**src/rtl/ita_pkg.sv**
```systemverilog
package ita_pkg;

    localparam int unsigned VALUE_W = 32;
    localparam int unsigned DIGITS  = 10;
    localparam int unsigned BCD_W   = 4 * DIGITS;

    localparam logic [7:0] CHAR_ZERO     = 8'h30;
    localparam logic [7:0] CHAR_MINUS    = 8'h2D;
    localparam logic [7:0] CHAR_ERROR    = 8'h00;
    localparam logic [7:0] NEED_SIGNED   = 8'd12;
    localparam logic [7:0] NEED_UNSIGNED = 8'd11;

    typedef enum logic [1:0] {
        CV_IDLE,
        CV_SHIFT,
        CV_TRIM,
        CV_DONE
    } cv_state_t;

    typedef enum logic [2:0] {
        EM_IDLE,
        EM_ERR,
        EM_SIGN,
        EM_PAD,
        EM_DIGIT
    } em_state_t;

    typedef struct packed {
        logic [BCD_W-1:0] bcd;   // digits, most significant nibble on top
        logic [3:0]       cnt;   // number of digits
        logic             neg;
        logic [4:0]       pad;
        logic [4:0]       total;
        logic             err;
    } job_t;

endpackage

```
**src/rtl/ita_conv.sv**
```systemverilog
module ita_conv #(
    parameter int MAX_PAD_WIDTH = 31
) (
    input  logic          clk,
    input  logic          rst_n,
    input  logic          in_valid,
    output logic          in_ready,
    input  logic [31:0]   value_bits,
    input  logic          is_signed,
    input  logic [7:0]    dest_size,
    input  logic [4:0]    min_width,
    input  logic          zero_pad,
    output logic          job_valid,
    input  logic          job_ready,
    output ita_pkg::job_t job
);

    localparam int PadCap = (MAX_PAD_WIDTH < 31) ? MAX_PAD_WIDTH : 31;

    ita_pkg::cv_state_t state_reg, state_next;

    logic [ita_pkg::VALUE_W-1:0] bin_reg, bin_next;
    logic [ita_pkg::BCD_W-1:0]   bcd_reg, bcd_next;
    logic [4:0]                  step_reg, step_next;
    logic [3:0]                  cnt_reg, cnt_next;
    logic                        neg_reg, neg_next;
    logic                        small_reg, small_next;
    logic [4:0]                  mw_reg, mw_next;
    logic                        zp_reg, zp_next;
    logic [7:0]                  ds_reg, ds_next;

    logic                        accept;
    logic                        neg_in;
    logic [7:0]                  need;
    logic [4:0]                  mw_clamped;
    logic [ita_pkg::BCD_W-1:0]   bcd_adj;
    logic [4:0]                  len;
    logic                        padding;

    assign in_ready = (state_reg == ita_pkg::CV_IDLE);
    assign accept   = in_valid && in_ready;
    assign neg_in   = is_signed && value_bits[31];
    assign need     = is_signed ? ita_pkg::NEED_SIGNED : ita_pkg::NEED_UNSIGNED;
    assign mw_clamped = (min_width > 5'(PadCap)) ? 5'(PadCap) : min_width;

    // add-3 correction on each BCD digit before the shift
    always_comb
    begin
        for (int d = 0; d < ita_pkg::DIGITS; d++)
        begin
            if (bcd_reg[4*d +: 4] >= 4'd5)
                bcd_adj[4*d +: 4] = bcd_reg[4*d +: 4] + 4'd3;
            else
                bcd_adj[4*d +: 4] = bcd_reg[4*d +: 4];
        end
    end

    always_comb
    begin
        state_next = state_reg;
        unique case (state_reg)
            ita_pkg::CV_IDLE:
                if (accept)
                    state_next = (dest_size < need) ? ita_pkg::CV_DONE : ita_pkg::CV_SHIFT;
            ita_pkg::CV_SHIFT:
                if (step_reg == 5'd31)
                    state_next = ita_pkg::CV_TRIM;
            ita_pkg::CV_TRIM:
                if (!(cnt_reg > 4'd1 && bcd_reg[ita_pkg::BCD_W-1 -: 4] == 4'd0))
                    state_next = ita_pkg::CV_DONE;
            ita_pkg::CV_DONE:
                if (job_ready)
                    state_next = ita_pkg::CV_IDLE;
            default:
                state_next = ita_pkg::CV_IDLE;
        endcase
    end

    always_comb
    begin
        bin_next   = bin_reg;
        bcd_next   = bcd_reg;
        step_next  = step_reg;
        cnt_next   = cnt_reg;
        neg_next   = neg_reg;
        small_next = small_reg;
        mw_next    = mw_reg;
        zp_next    = zp_reg;
        ds_next    = ds_reg;
        unique case (state_reg)
            ita_pkg::CV_IDLE:
                if (accept)
                begin
                    bin_next   = neg_in ? (32'd0 - value_bits) : value_bits;
                    bcd_next   = '0;
                    step_next  = 5'd0;
                    cnt_next   = 4'(ita_pkg::DIGITS);
                    neg_next   = neg_in;
                    small_next = (dest_size < need);
                    mw_next    = mw_clamped;
                    zp_next    = zero_pad;
                    ds_next    = dest_size;
                end
            ita_pkg::CV_SHIFT:
            begin
                bcd_next  = {bcd_adj[ita_pkg::BCD_W-2:0], bin_reg[ita_pkg::VALUE_W-1]};
                bin_next  = {bin_reg[ita_pkg::VALUE_W-2:0], 1'b0};
                step_next = step_reg + 5'd1;
            end
            ita_pkg::CV_TRIM:
                if (cnt_reg > 4'd1 && bcd_reg[ita_pkg::BCD_W-1 -: 4] == 4'd0)
                begin
                    bcd_next = {bcd_reg[ita_pkg::BCD_W-5:0], 4'd0};
                    cnt_next = cnt_reg - 4'd1;
                end
            ita_pkg::CV_DONE:
            begin
            end
            default:
            begin
            end
        endcase
    end

    assign len     = {1'b0, cnt_reg} + {4'd0, neg_reg};
    assign padding = zp_reg && (len < mw_reg);

    assign job_valid = (state_reg == ita_pkg::CV_DONE);
    assign job.bcd   = bcd_reg;
    assign job.cnt   = cnt_reg;
    assign job.neg   = neg_reg;
    assign job.pad   = padding ? (mw_reg - len) : 5'd0;
    assign job.total = padding ? mw_reg : len;
    assign job.err   = small_reg || (padding && ({3'd0, mw_reg} >= ds_reg));

    always_ff @(posedge clk or negedge rst_n)
    begin
        if (!rst_n)
            state_reg <= ita_pkg::CV_IDLE;
        else
            state_reg <= state_next;
    end

    always_ff @(posedge clk)
    begin
        bin_reg   <= bin_next;
        bcd_reg   <= bcd_next;
        step_reg  <= step_next;
        cnt_reg   <= cnt_next;
        neg_reg   <= neg_next;
        small_reg <= small_next;
        mw_reg    <= mw_next;
        zp_reg    <= zp_next;
        ds_reg    <= ds_next;
    end

endmodule

```
**src/rtl/ita_emit.sv**
```systemverilog
module ita_emit (
    input  logic          clk,
    input  logic          rst_n,
    input  logic          job_valid,
    output logic          job_ready,
    input  ita_pkg::job_t job,
    output logic          m_tvalid,
    input  logic          m_tready,
    output logic [15:0]   m_tdata,
    output logic          m_tlast,
    output logic          m_tuser
);

    ita_pkg::em_state_t state_reg, state_next;

    logic [ita_pkg::BCD_W-1:0] bcd_reg, bcd_next;
    logic [3:0]                cnt_reg, cnt_next;
    logic [4:0]                pad_reg, pad_next;
    logic [4:0]                total_reg, total_next;

    logic       valid_reg, valid_next;
    logic [7:0] char_reg, char_next;
    logic       last_reg, last_next;
    logic [4:0] len_reg, len_next;
    logic       err_reg, err_next;

    logic       take;
    logic       fire;
    logic [3:0] top_digit;

    assign job_ready = (state_reg == ita_pkg::EM_IDLE);
    assign take      = job_valid && job_ready;
    assign fire      = (state_reg != ita_pkg::EM_IDLE) && (!valid_reg || m_tready);
    assign top_digit = bcd_reg[ita_pkg::BCD_W-1 -: 4];

    always_comb
    begin
        state_next = state_reg;
        unique case (state_reg)
            ita_pkg::EM_IDLE:
                if (take)
                begin
                    if (job.err)
                        state_next = ita_pkg::EM_ERR;
                    else if (job.neg)
                        state_next = ita_pkg::EM_SIGN;
                    else if (job.pad != 5'd0)
                        state_next = ita_pkg::EM_PAD;
                    else
                        state_next = ita_pkg::EM_DIGIT;
                end
            ita_pkg::EM_ERR:
                if (fire)
                    state_next = ita_pkg::EM_IDLE;
            ita_pkg::EM_SIGN:
                if (fire)
                    state_next = (pad_reg != 5'd0) ? ita_pkg::EM_PAD : ita_pkg::EM_DIGIT;
            ita_pkg::EM_PAD:
                if (fire && pad_reg == 5'd1)
                    state_next = ita_pkg::EM_DIGIT;
            ita_pkg::EM_DIGIT:
                if (fire && cnt_reg == 4'd1)
                    state_next = ita_pkg::EM_IDLE;
            default:
                state_next = ita_pkg::EM_IDLE;
        endcase
    end

    always_comb
    begin
        bcd_next   = bcd_reg;
        cnt_next   = cnt_reg;
        pad_next   = pad_reg;
        total_next = total_reg;
        char_next  = char_reg;
        last_next  = last_reg;
        len_next   = len_reg;
        err_next   = err_reg;
        valid_next = valid_reg && !m_tready;
        if (fire)
        begin
            valid_next = 1'b1;
            last_next  = 1'b0;
            len_next   = 5'd0;
            err_next   = 1'b0;
        end
        unique case (state_reg)
            ita_pkg::EM_IDLE:
                if (take)
                begin
                    bcd_next   = job.bcd;
                    cnt_next   = job.cnt;
                    pad_next   = job.pad;
                    total_next = job.total;
                end
            ita_pkg::EM_ERR:
                if (fire)
                begin
                    char_next = ita_pkg::CHAR_ERROR;
                    last_next = 1'b1;
                    err_next  = 1'b1;
                end
            ita_pkg::EM_SIGN:
                if (fire)
                    char_next = ita_pkg::CHAR_MINUS;
            ita_pkg::EM_PAD:
                if (fire)
                begin
                    char_next = ita_pkg::CHAR_ZERO;
                    pad_next  = pad_reg - 5'd1;
                end
            ita_pkg::EM_DIGIT:
                if (fire)
                begin
                    char_next = ita_pkg::CHAR_ZERO + {4'd0, top_digit};
                    bcd_next  = {bcd_reg[ita_pkg::BCD_W-5:0], 4'd0};
                    cnt_next  = cnt_reg - 4'd1;
                    if (cnt_reg == 4'd1)
                    begin
                        last_next = 1'b1;
                        len_next  = total_reg;
                    end
                end
            default:
            begin
            end
        endcase
    end

    assign m_tvalid = valid_reg;
    assign m_tdata  = {3'd0, len_reg, char_reg};
    assign m_tlast  = last_reg;
    assign m_tuser  = err_reg;

    always_ff @(posedge clk or negedge rst_n)
    begin
        if (!rst_n)
        begin
            state_reg <= ita_pkg::EM_IDLE;
            valid_reg <= 1'b0;
        end
        else
        begin
            state_reg <= state_next;
            valid_reg <= valid_next;
        end
    end

    always_ff @(posedge clk)
    begin
        bcd_reg   <= bcd_next;
        cnt_reg   <= cnt_next;
        pad_reg   <= pad_next;
        total_reg <= total_next;
        char_reg  <= char_next;
        last_reg  <= last_next;
        len_reg   <= len_next;
        err_reg   <= err_next;
    end

endmodule

```
**src/rtl/integer_to_decimal_ascii.sv**
```systemverilog
// Converts a 32-bit value, signed or unsigned, to decimal ASCII, one character
// per output word with tlast on the final one and the text length beside it.
// A converter shifts the value one bit per cycle through a ten-digit BCD register,
// then drops leading zero digits one per cycle and hands the digits to an emitter.
// The emitter writes one character per cycle unless the receiver stalls (sign,
// pad zeros, digits), at most 31 per item, while the converter already works on
// the next item. A destination too small for the widest text yields a single
// error word (tuser set, character and length zero) without waiting for the
// conversion; one too small for the padded text yields the same word after it.
module integer_to_decimal_ascii #(
    parameter int MAX_PAD_WIDTH = 31
) (
    input  logic        clk,
    input  logic        rst_n,
    input  logic        s_tvalid,
    output logic        s_tready,
    // value_bits[31:0], is_signed[32], dest_size[40:33], min_width[45:41],
    // zero_pad[46], zero[47]
    input  logic [47:0] s_tdata,
    output logic        m_tvalid,
    input  logic        m_tready,
    // character[7:0], text_length[12:8], zero[15:13]
    output logic [15:0] m_tdata,
    output logic        m_tlast,
    // error[0]
    output logic        m_tuser
);

    logic          job_valid;
    logic          job_ready;
    ita_pkg::job_t job;

    ita_conv #(
        .MAX_PAD_WIDTH(MAX_PAD_WIDTH)
    ) u_conv (
        .clk       (clk),
        .rst_n     (rst_n),
        .in_valid  (s_tvalid),
        .in_ready  (s_tready),
        .value_bits(s_tdata[31:0]),
        .is_signed (s_tdata[32]),
        .dest_size (s_tdata[40:33]),
        .min_width (s_tdata[45:41]),
        .zero_pad  (s_tdata[46]),
        .job_valid (job_valid),
        .job_ready (job_ready),
        .job       (job)
    );

    ita_emit u_emit (
        .clk      (clk),
        .rst_n    (rst_n),
        .job_valid(job_valid),
        .job_ready(job_ready),
        .job      (job),
        .m_tvalid (m_tvalid),
        .m_tready (m_tready),
        .m_tdata  (m_tdata),
        .m_tlast  (m_tlast),
        .m_tuser  (m_tuser)
    );

endmodule

```
**config.mk**
```make
export PLATFORM = sky130hd
export DESIGN_NAME = integer_to_decimal_ascii
export DESIGN_NICKNAME = d
export VERILOG_FILES = /design/src/rtl/ita_pkg.sv /design/src/rtl/ita_conv.sv /design/src/rtl/ita_emit.sv /design/src/rtl/integer_to_decimal_ascii.sv
export SDC_FILE = /design/constraint.sdc
export NUM_CORES = 1
export LEC_CHECK = 0
export BUFFER_PORTS_ARGS = -buffer_cell sky130_fd_sc_hd__buf_2
export CAP_MARGIN = 20
export CORE_ASPECT_RATIO = 0.8
export CORE_MARGIN = 10
export CORE_UTILIZATION = 60
export DETAILED_ROUTE_END_ITERATION = 10
export GPL_ROUTABILITY_DRIVEN = 0
export PLACE_DENSITY = 0.89
export RECOVER_POWER = 50
export SETUP_SLACK_MARGIN = 0.5
export SLEW_MARGIN = 25
export SYNTH_ARGS = -nofsm -noshare
export SYNTH_HDL_FRONTEND = slang
export SYNTH_SLANG_ARGS = --single-unit
```
**constraint.sdc**
```tcl
create_clock -name clk -period 6.2 [get_ports clk]
set_clock_uncertainty 0.05 [all_clocks]
set_input_delay 1.24 -clock clk [delete_from_list [all_inputs] [get_ports clk]]
set_output_delay 1.24 -clock clk [all_outputs]
set_load 0.1 [all_outputs]
```
* Yosys cells after proc, flatten, opt, wreduce, memory -nomap -nowiden
Index checks and enable logic that the tools add are counted. Widths: inputs -> output; s select.
Cells by class: magnitude comparators 15, bitwise gates (word level) 0, shift-type cells 0, divide/modulo/power cells 0, $add $sub $neg 18, reduce and logical (&&, ||, !) cells 36, mux-type cells 67, equal/unequal tests 22, multipliers 0
Operators with widths (count):
- $mux 40 | 4
- $pmux 40 s3 | 1
- $pmux 40 s2 | 1
- $mux 32 | 2
- $pmux 32 s2 | 1
- $mux 4 | 13
- $mux 5 | 9
- $ge 4x3->1 const B | 10
- $add 4x2->4 const B | 9
- $mux 3 | 11
- $mux 8 | 4
- $pmux 8 s4 | 1
- $sub 1x32->32 const A | 1
- $pmux 5 s2 | 2
- $ne 2x1->1 const B | 8
- $pmux 4 s2 | 2
- $pmux 3 s5 | 1
- $reduce_and 3->1 | 4
- $logic_and 1x1->1 | 10
- $mux 2 | 5
- $reduce_and 5->1 | 2
- $reduce_bool 5->1 | 2
- $ge 5x8->1 | 1
- $lt 8x8->1 | 1
- other kinds (32) | 53
Word-level totals: memory bits (writable) 0, input port bits 52, flip-flop bits (word level) 172, latch bits 0, bits in read-only memories 0, word-level logic and storage cells 178, memories 0, output and inout port bits 20

* Longest topological paths before layout
depth in word-level cells 10, depth in mapped cells 11, mapped depth without buffers 10

* Modules after synthesis
A second synthesis with hierarchy kept.
Unflattened totals: cell total of the unflattened synthesis 944, area, all modules 9577.9 um^2
Modules (own cells, without submodules):
- ita_conv | instances 1, seq. area each 2962.8 um^2, cells an instance 638, area an instance 6322.3 um^2
- ita_emit | instances 1, seq. area each 2102.0 um^2, cells an instance 306, area an instance 3255.6 um^2

* Worst setup path after synthesis
OpenSTA, ideal clock, no wires.
kind input to register, from input m_tready, to register u_emit.bcd_reg[0] in the netlist's numbering, enable pin, path slack 1.032 ns, data arrival time 4.612 ns, path buffers 1, stages 3, required time 5.643 ns, path through nor2b_1 > clkbuf_1 > o21ai_0
Between the ends: word-level cells in the longest chain between the ends 4
RTL lines:
- start, declared | line integer_to_decimal_ascii.sv:21 | input logic m_tready,
- $logic_or 1x1->1 | line ita_emit.sv:33 | assign fire = (state_reg != ita_pkg::EM_IDLE) && (!valid_reg || m_tready);
- $logic_and 1x1->1 | line ita_emit.sv:33
- $ne 2x1->1 (no line)
- $reduce_and 3->1 (no line)
- end signal, assigned | line ita_emit.sv:151 | bcd_reg <= bcd_next;
- end, declared | line ita_emit.sv:16 | logic [ita_pkg::BCD_W-1:0] bcd_reg, bcd_next;
Every way passes these cells. A chain may end at the register's enable or synchronous reset.

* Worst setup path after layout
from register u_conv.state_reg[1], to register u_conv.bin_reg[0] in the netlist's numbering, enable pin
Between the ends: word-level cells in the longest chain between the ends 4
RTL lines:
- start, declared | line ita_conv.sv:20 | ita_pkg::cv_state_t state_reg, state_next;
- start signal, assigned | line ita_conv.sv:139 | state_reg <= ita_pkg::CV_IDLE;
- start signal, assigned | line ita_conv.sv:141 | state_reg <= state_next;
- $logic_not 2->1 | line ita_conv.sv:40, ita_conv.sv:90
- $logic_and 1x1->1 | line ita_conv.sv:41 | assign accept = in_valid && in_ready;
- $ne 2x2->1 (no line)
- $reduce_and 2->1 (no line) *
- end signal, assigned | line ita_conv.sv:146 | bin_reg <= bin_next;
- end, declared | line ita_conv.sv:22 | logic [ita_pkg::VALUE_W-1:0] bin_reg, bin_next;
Every way passes the cells marked *; elsewhere a longest branch is shown, timed or not.

==> metrics.md <==
| Metric | Value |
|---|---|
| Fmax | `approximately 230 MHz` |
| Mapped Area | `0.009370 mm^2` |
| Footprint of the multi-input gates | `0.003969 mm^2` |
| Avg Inst Size Synth | `10.30 um^2` |
| Switch share | `about two fifths` |
| Post-synthesis sequential area ratio | `54.05%` |
| Final Util | `roughly 70%` |
| Final setup viols | `0` |
| Largest net degree at the start of global routing | `61` |
| Status | `finished with violations` |
| FP Rows | `40` |
| Clock share of power | `between 10% and 20%` |
| Chip height | `~130 um` |
| Yosys reg bits | `170` |
| First-pass GRT wire length | `32,400 um` |
| Total CTS buffers | `17` |
| Actual slew at the worst max-slew pin | `2.773 ns` |
| Most common cell after layout, fill and taps aside | `nand2_1` |
| Top FF cell, synth | `edfxtp_1` |
| Num ports | `72` |
| Xor and xnor area share after synthesis | `5.328%` |
| Post-synth EDFFs | `163` |
| Total track usage | `18.44%` |
| TNS Setup | `0 ns` |
| Tmin final | `4.272 ns` |
| CTS tree | `yes` |
| Hold crit path type | `reg2reg` |
| Drt wl/cell | `16.53 um` |
| Pleak | `3.969 nW` |
| Number of port buffers | `65` |
| Clock Latency Late Sink | `0.43 ns` |
| Post-CTS sizing | `0` |
| Synth Area in Simple Gates | `between 15 and 20%` |
| Clock transition at path regs | `approximately 0.06 ns` |
| Routed via count | `6,875` |
| Crit path DAT | `4.36 ns` |
| Hold Vio Cnt, Final | `0` |
| Mapped Cells | `910` |
| Fillers | `between 1,000 and 1,500` |
| Die width | `159.7 um` |
| Register area | `0.005065 mm^2` |
| Worst hold margin | `0.4376 ns` |
| Final #Nets | `between 1,000 and 1,500` |
| Post-CTS Setup Inserts | `0` |
| Starting Density | `61.79%` |
| Die area | `0.02105 mm^2` |
| Commonest non-fill, non-tap cells in the layout | `nand2_1, edfxtp_1, o21ai_0, a21oi_1, buf_2` |
| Worst Setup Start Kind | `register` |
| Final period util | `68.90%` |
| Slew Limit Fails | `between 200 and 250` |
| Synth Area in Adders | `6.623%` |
| Post-synthesis async set-or-reset flop share | `between 3 and 4%` |
| Critical path fanouts, max | `58` |
| Max-Cap Viols | `4` |
| DRT antenna net count | `0` |
| Starting DRT DRC Count | `about 570` |
| Residual DRC count | `0` |
| Ys Warns | `0` |
| P per Cell Area | `580.6 mW/mm^2` |
| R2R Path Start | `u_conv.state_reg[1]$_DFFE_PN0P_` |
| Post-synthesis compound-gate area fraction | `13.46%` |
| Clk sinks | `between 150 and 200` |
| Drt total wl | `19,540 um` |
| Post-synthesis mux area share | `0.9347%` |
| Diode count | `0` |
| Internal power | `3.605 mW` |
| Post-DP HPWL | `13,150 um` |
| Drt pass-1 iters | `6` |
| Vias/cell | `5.816` |
| Core area | `0.01516 mm^2` |
| Failing checks | `capacitance limit, slew limit` |
| P_sw | `2.483 mW` |
| CTS max path bufs | `2` |
| Sequential Power Share | `40.5%` |
| Slew HR | `-84.98%` |
| Gate power share | `40.8%` |
| Setup crit end kind | `register` |
| Crit path kind | `reg2reg` |
| Critical Path RT | `6.29 ns` |
| Root buffer cell | `clkbuf_16` |
| Yosys cell types | `64` |
| Syn-to-layout area delta | `11.90%` |
| Setup crit start | `u_conv.state_reg[1]$_DFFE_PN0P_` |
| Peak VDD IR | `0.4753 mV` |
| RSZ-0062 raised after global routing | `no` |
| Largest family of logic cells by synthesized area | `simple AND/OR/NAND/NOR gates` |
| Share of layout cells above drive strength 1 | `10.91%` |
| Hold_sp | `u_emit.m_tlast$_DFF_P_` |
| H-tree depth | `4` |
| Vias in the first global route | `6,851` |
| Initial antenna violation count | `0` |
| Hold buffers post-CTS | `0` |
| Gr ovfl total | `0` |
-- per-layer routing --
layer | share of wire (%) | global-route usage [%] | vias to the layer above
li1 | - | - | 3308
met1 | 43 | 23.33 | 3238
met2 | 48 | 29.52 | 282
met3 | 6.8 | 5.025 | 47
met4 | 2.6 | 7.091 | 0
met5 | 0 | 0 | -
-- layout make-up --
| type | instances | share of cell area (%) |
|---|---|---|
| Inverter | 50 | 1.790 |
| Clock inverter | 12 | 1.873 |
| Sequential cell | 170 | 48.31 |
| Timing Repair Buffer | 71 | 3.508 |
| Multi-Input combinational cell | 649 | 37.85 |
| Clock buffer | 20 | 4.165 |
| Tap cell | 210 | 2.506 |
-- worst paths after layout --
| check | end | slack, ns | cells after the start |
|---|---|---|---|
| worst min-delay path | u_emit.m_tlast$_DFF_P_ | 0.44 | 2 |
| worst min register to register | u_emit.m_tlast$_DFF_P_ | 0.44 | 2 |
| max in group asynchronous | u_conv.state_reg[0]$_DFFE_PN0P_ | 5.19 | 1 |
| worst max register to register | u_conv.bin_reg[0]$_SDFFCE_PP0P_ | 1.93 | 6 |
| worst max-delay path | u_conv.bin_reg[0]$_SDFFCE_PP0P_ | 1.93 | 6 |
| min in group asynchronous | u_emit.m_tvalid$_DFF_PN0_ | 0.64 | 1 |
-- cells in the mapped netlist (all sizes together), types with 5 or more instances --
cell type | instances | share of area [%]
a21oi | 60 | 3.2
a22o | 6 | 0.56
and2 | 8 | 0.53
buf | 11 | 0.75
clkbuf | 34 | 1.4
dfrtp | 6 | 1.6
edfxtp | 163 | 52
ha | 48 | 6.4
inv | 49 | 2.0
mux2 | 6 | 0.72
nand2 | 166 | 6.6
nand2b | 16 | 1.1
nand3 | 9 | 0.53
nor2 | 52 | 2.1
nor2b | 10 | 0.67
nor3 | 9 | 0.48
nor3b | 14 | 1.1
nor4 | 5 | 0.72
o21ai | 110 | 5.9
o31ai | 16 | 1.3
or3 | 8 | 0.55
xnor2 | 33 | 3.1
xor2 | 24 | 2.2
-- metrics by stage --
stage / instance area, um^2 / power (mW) / cells / setup WS, ns
floorplan: 9385 / 4.272 / 914 / 1.032
global route: 10490 / 6.488 / 1182 / 1.478
global placement: 9848 / 4.715 / 1149 / 2.607
CTS: 10510 / 6.076 / 1182 / 2.662
finish: 10490 / 6.088 / 1182 / 1.928
detailed placement: 9876 / 4.892 / 1150 / 2.518
-- power by group through the flow --
stage	Combinational, mW	Clock [mW]	Sequential [mW]
detailed placement	2.44	0	2.45
CTS	2.48	1.16	2.44
floorplan	1.63	0	2.65
finish	2.49	1.14	2.46
global placement	2.29	0	2.43
global route	2.76	1.20	2.53
-- kinds of logic (layout without fill, tap and decap cells) --
kind of cell / after synthesis / count (layout)
fa+ha+maj: 49 / 49
xor+xnor: 57 / 57
flops: 170 / 170
other cells: 1 / 5
compound gates: 220 / 220
mux: 8 / 8
simple gates: 310 / 310
buf+inv: 95 / 153
-- critical path, cell delays in order (launching register included) --
cell and delay, ns:
dfrtp_1 0.45, inv_1 0.11, ha_1 0.15, clkbuf_1 1.45
inv_1 0.77, o21ai_4 0.73, buf_16 0.24
(Power assumes the default switching activity.)
